### src/design/tabbt_ram.sv
// Generic single-write, single-read RAM with registered read data.
module tabbt_ram #(
  parameter int WIDTH = 16,
  parameter int DEPTH = 64
) (
  input  logic                     clk,
  input  logic                     we,
  input  logic [$clog2(DEPTH)-1:0] waddr,
  input  logic [WIDTH-1:0]         wdata,
  input  logic [$clog2(DEPTH)-1:0] raddr,
  output logic [WIDTH-1:0]         rdata
);

  logic [WIDTH-1:0] mem [DEPTH];

  // Write port and registered read port.
  always_ff @(posedge clk) begin
    if (we) begin
      mem[waddr] <= wdata;
    end
    rdata <= mem[raddr];
  end

endmodule
### config.mk
export PLATFORM = sky130hd
export DESIGN_NAME = tabbt_ram
export DESIGN_NICKNAME = d
export VERILOG_FILES = /design/src/design/tabbt_ram.sv
export SDC_FILE = /design/constraint.sdc
export NUM_CORES = 1
export LEC_CHECK = 0
export BUFFER_PORTS_ARGS = -buffer_cell sky130_fd_sc_hd__buf_2
export CELL_PAD_IN_SITES_DETAIL_PLACEMENT = 1
export CELL_PAD_IN_SITES_GLOBAL_PLACEMENT = 2
export CORE_MARGIN = 2
export CORE_UTILIZATION = 51
export CTS_CLUSTER_DIAMETER = 200
export CTS_CLUSTER_SIZE = 8
export DETAILED_ROUTE_END_ITERATION = 10
export PLACE_DENSITY = 0.87
export SYNTH_ARGS = -nofsm -noshare
export SYNTH_HDL_FRONTEND = slang
export SYNTH_SLANG_ARGS = --single-unit
### constraint.sdc
create_clock -name clk -period 3.45 [get_ports clk]
set_input_delay 0.5175 -clock clk [delete_from_list [all_inputs] [get_ports clk]]
set_output_delay 0.5175 -clock clk [all_outputs]
set_load 0.01 [all_outputs]
; ---- Word level (Yosys, flattened, before mapping)
; Memories as Yosys holds them, arrays and structs flattened. A register that Yosys moved wholly into a read port is not among the register bits.
; Index checks and enable logic that the tools add are counted.
[totals]
output_inout_bits = 16
n_memories = 1
register_bits = 0
ram_bits = 1024
elab_cells = 3
inputBits = 30
[memory_table]
columns = memory, depth, word_bits, read_ports, rd_ports_with_merged_regs, write_ports, line
row1 = mem, 64, 16, 1, 1, 1, 14  ; logic [WIDTH-1:0] mem [DEPTH];
[op_classes]
mux = 2
[ops]
columns = operator, n
row1 = $mux 1, 2

; ---- Logic depth before layout (Yosys ltp)
[logic_depth]
word_depth = 2
ltp_mapped = 10
depth_no_buf = 5

; ---- Least setup slack after synthesis
; Ideal clock, no wire load.
[synth_timing]
path_kind = input to register
startpoint = input waddr[3]
endpoint = memory mem[48][0], enable pin
t_arrival_ns = 2.143
setup_slack_ns = 0.898
path_stages = 4
path_cell_list = clkbuf_1 nor2b_1 nand4b_1 nor3_1
[synth_lines]
columns = element, line
row1 = start: declaration, 8  ; input logic [$clog2(DEPTH)-1:0] waddr,
row2 = end: declaration, 14
; No word-level cell before the write port.

==> flow_summary.json <==
{
  "status": "completed",
  "p_switching_mw": 6.22,
  "routedWlPerCell_um": 35.1,
  "ys_warn_count": 0,
  "antenna_found_initial": 6,
  "num_io_pins": 46,
  "synth_area_leaders": "edfxtp_1, mux4_2, mux2i_1",
  "postRouteAntennaNets": 0,
  "h-tree-depth": 4,
  "placement_rows": 102,
  "setup_tns_ns": 0,
  "cts_setup_buffers": 0,
  "required_ns": 4.01,
  "drive_gt1_share_pct": 29.2,
  "antennaDiodeCount": 0,
  "power_frac_clock_pct": 45.5,
  "end_kind": "flop",
  "power.density_nw_per_um2": 615,
  "place_area_um2": 42200,
  "via_per_inst": 6.57,
  "grt_setup_unrepaired": "no",
  "synthArstFlopShare_pct": 0,
  "first_pass_iters": 5,
  "areaGrowthSynthToFinish_pct": 15.4,
  "ys_seq_area_share_pct": 77.6,
  "synth_edf_count": 1024,
  "ys_ff_latch": 1040,
  "nNetsFinal": 2106,
  "max_clock_freq_mhz": 393,
  "fp.dieH_um": 284,
  "synth_cell_types": 43,
  "internal-power_mw": 22.2,
  "clock-skew-final_ns": 0.0274,
  "cts_tree": "done",
  "final_hold_viol_count": 0,
  "drc": 0,
  "hold_ws_ns": 0.307,
  "cp.arrival_ns": 3.11,
  "numCtsBuffers": 147,
  "portBuffers": 45,
  "power_frac_comb_pct": 4.9,
  "synth_area_per_cell_um2": 21.9,
  "grt_start_max_net_pins": 66,
  "clock_path_buffers": 3,
  "ys.flop_type": "edfxtp_1",
  "crit_fanout": 34,
  "final-max-slew-violation-count": 0,
  "cts.sinks": 1040,
  "p_leak_nw": 14.9,
  "ir_drop_mv": 0.373,
  "maxCapViolCount": 0,
  "cts_root_buf": "clkbuf_16",
  "finalSetupViolCount": 0,
  "drtIter0Drc": 2827,
  "crit_chain": "buf_8 > buf_12 > mux4_2 > nor2b_1 > a211o_1 > a31oi_1 > a311oi_1",
  "core_area_um2": 77600,
  "path_class": "in -> reg",
  "dieArea_um2": 80800,
  "place_hpwl_um": 65700,
  "period_needed_ns": 2.55,
  "max_slew_margin_pct": 3.72,
  "synth_area_um2": 40000,
  "tightest_slew_ns": 1.44,
  "design_power_total_mw": 28.4,
  "start_util_pct": 51.6,
  "grt_use_total_pct": 27.9,
  "grt_pass1_wl_um": 160000,
  "dieWidth_um": 284,
  "gp_congestion": 0.847,
  "synth_top_area_share_pct": 76.8,
  "postLayoutCellArea_um2": 46200,
  "syn_inst": 1829,
  "synth_nets": 1859,
  "clkTransAtPathRegs_ns": 0.05,
  "hp-class": "in -> reg",
  "clock_latency_ns": 0.73,
  "cpPeakStageDelay_ns": 0.63,
  "worst_path_max_delay_cell": "a31oi_1",
  "routed_wl_um": 111000,
  "seqPwrFrac_pct": 49.5,
  "start_kind": "input port",
  "period_share_pct": 73.8,
  "ctsHoldBuffers": 0,
  "switching_share_pct": 21.9,
  "grt_pass1_vias": 22100,
  "overflow": 0,
  "synth_top_cell_by_area": "edfxtp_1",
  "vias": 20700,
  "cts.repair.resized": 0
}
worst max-delay path: cells and delay by family:
family	cells	cell delay [ns]
AO/OA/AOI/OAI	3	1.15
buffers and inverters	2	0.67
multiplexers	1	0.55
AND/OR/NAND/NOR	1	0.16
final timing paths:
check / to / slack, ns / start / cells past startpoint
worst min register to register: rdata[10]$_DFF_P_ / 0.91 / mem[38][10]$_DFFE_PP_ / 4
worst max-delay path: rdata[0]$_DFF_P_ / 0.90 / raddr[0] / 7
worst min-delay path: mem[51][1]$_DFFE_PP_ / 0.31 / wdata[1] / 1
worst max register to register: rdata[0]$_DFF_P_ / 1.12 / mem[8][0]$_DFFE_PP_ / 5
cells in the mapped netlist (13+ instances only):
cell type / count
clkbuf_1: 24
mux2_2: 27
nor2_1: 72
dfxtp_1: 16
mux4_2: 220
nor2b_1: 30
edfxtp_1: 1024
nand3_1: 24
a21oi_1: 17
a221oi_1: 16
mux2i_1: 85
a22oi_1: 39
nand2_1: 59
buf_6: 17
buf_4: 13
buf_2: 36
cells in the final DEF (no fill, tap or decap), types with 10 or more instances in the layout:
cell type and n:
a22oi_1 39, buf_12 10, mux2i_1 85, clkbuf_16 147, mux2_2 27, clkbuf_1 29
mux4_2 220, buf_4 147, dfxtp_1 16, nand3_1 24, nand4_1 12, a21oi_1 17
edfxtp_1 1024, nand2_1 59, buf_2 42, nor2_1 72, nor2b_1 30, a221oi_1 16
power by group through the flow:
stage          registers (mW)  clock network [mW]  logic [mW]
5_1_grt                  14.1                13.5        1.47
3_5_place_dp             14.3                   0        1.38
3_3_place_gp             14.3                   0        1.31
4_1_cts                  14.1                13.1        1.40
2_1_floorplan            14.3                   0       0.724
6_report                 14.1                12.9        1.40
through the flow:
stage / worst slack [ns] / utilization [%] / cells
floorplan: 0.898 / - / 1829
global placement: 0.381 / 54.4 / 2967
detailed placement: 0.295 / 54.4 / 2967
CTS: 1.02 / 59.5 / 3157
global route: 0.872 / 59.5 / 3157
finish: 0.902 / 59.5 / 3157
area by class of cell:
| cell class | instances | area (µm²) |
|---|---|---|
| timing repair buffer | 202 | 1550 |
| sequential | 1040 | 31100 |
| clock inverter | 14 | 236 |
| multi-input combinational | 685 | 8250 |
| clock buffer | 176 | 3790 |
| fill | 6521 | 31400 |
| tap | 1040 | 1300 |
layer usage:
layer  wire [µm]  GRT usage [%]  vias up
met2       54000           44.8     1252
met3       10500           6.06      269
li1            -              -     8128
met5          39              0        -
met4        4490           11.5        6
met1       41700           37.4    11100
state kept, by name (all words and copies together) (netlist names):
signal,count
mem,1024
rdata,16
kinds of logic (layout without fill, tap and decap cells):
family                 count (synthesis)  after routing  synth area share, %
and+or+nand+nor                      220            220                 2.65
AOI/OAI and AO/OA                    129            129                 2.41
DFF                                 1040           1040                 77.6
buffers and inverters                104            392                 1.83
muxes                                336            336                 15.5
Note: power is estimated with default switching activity, not from simulation.
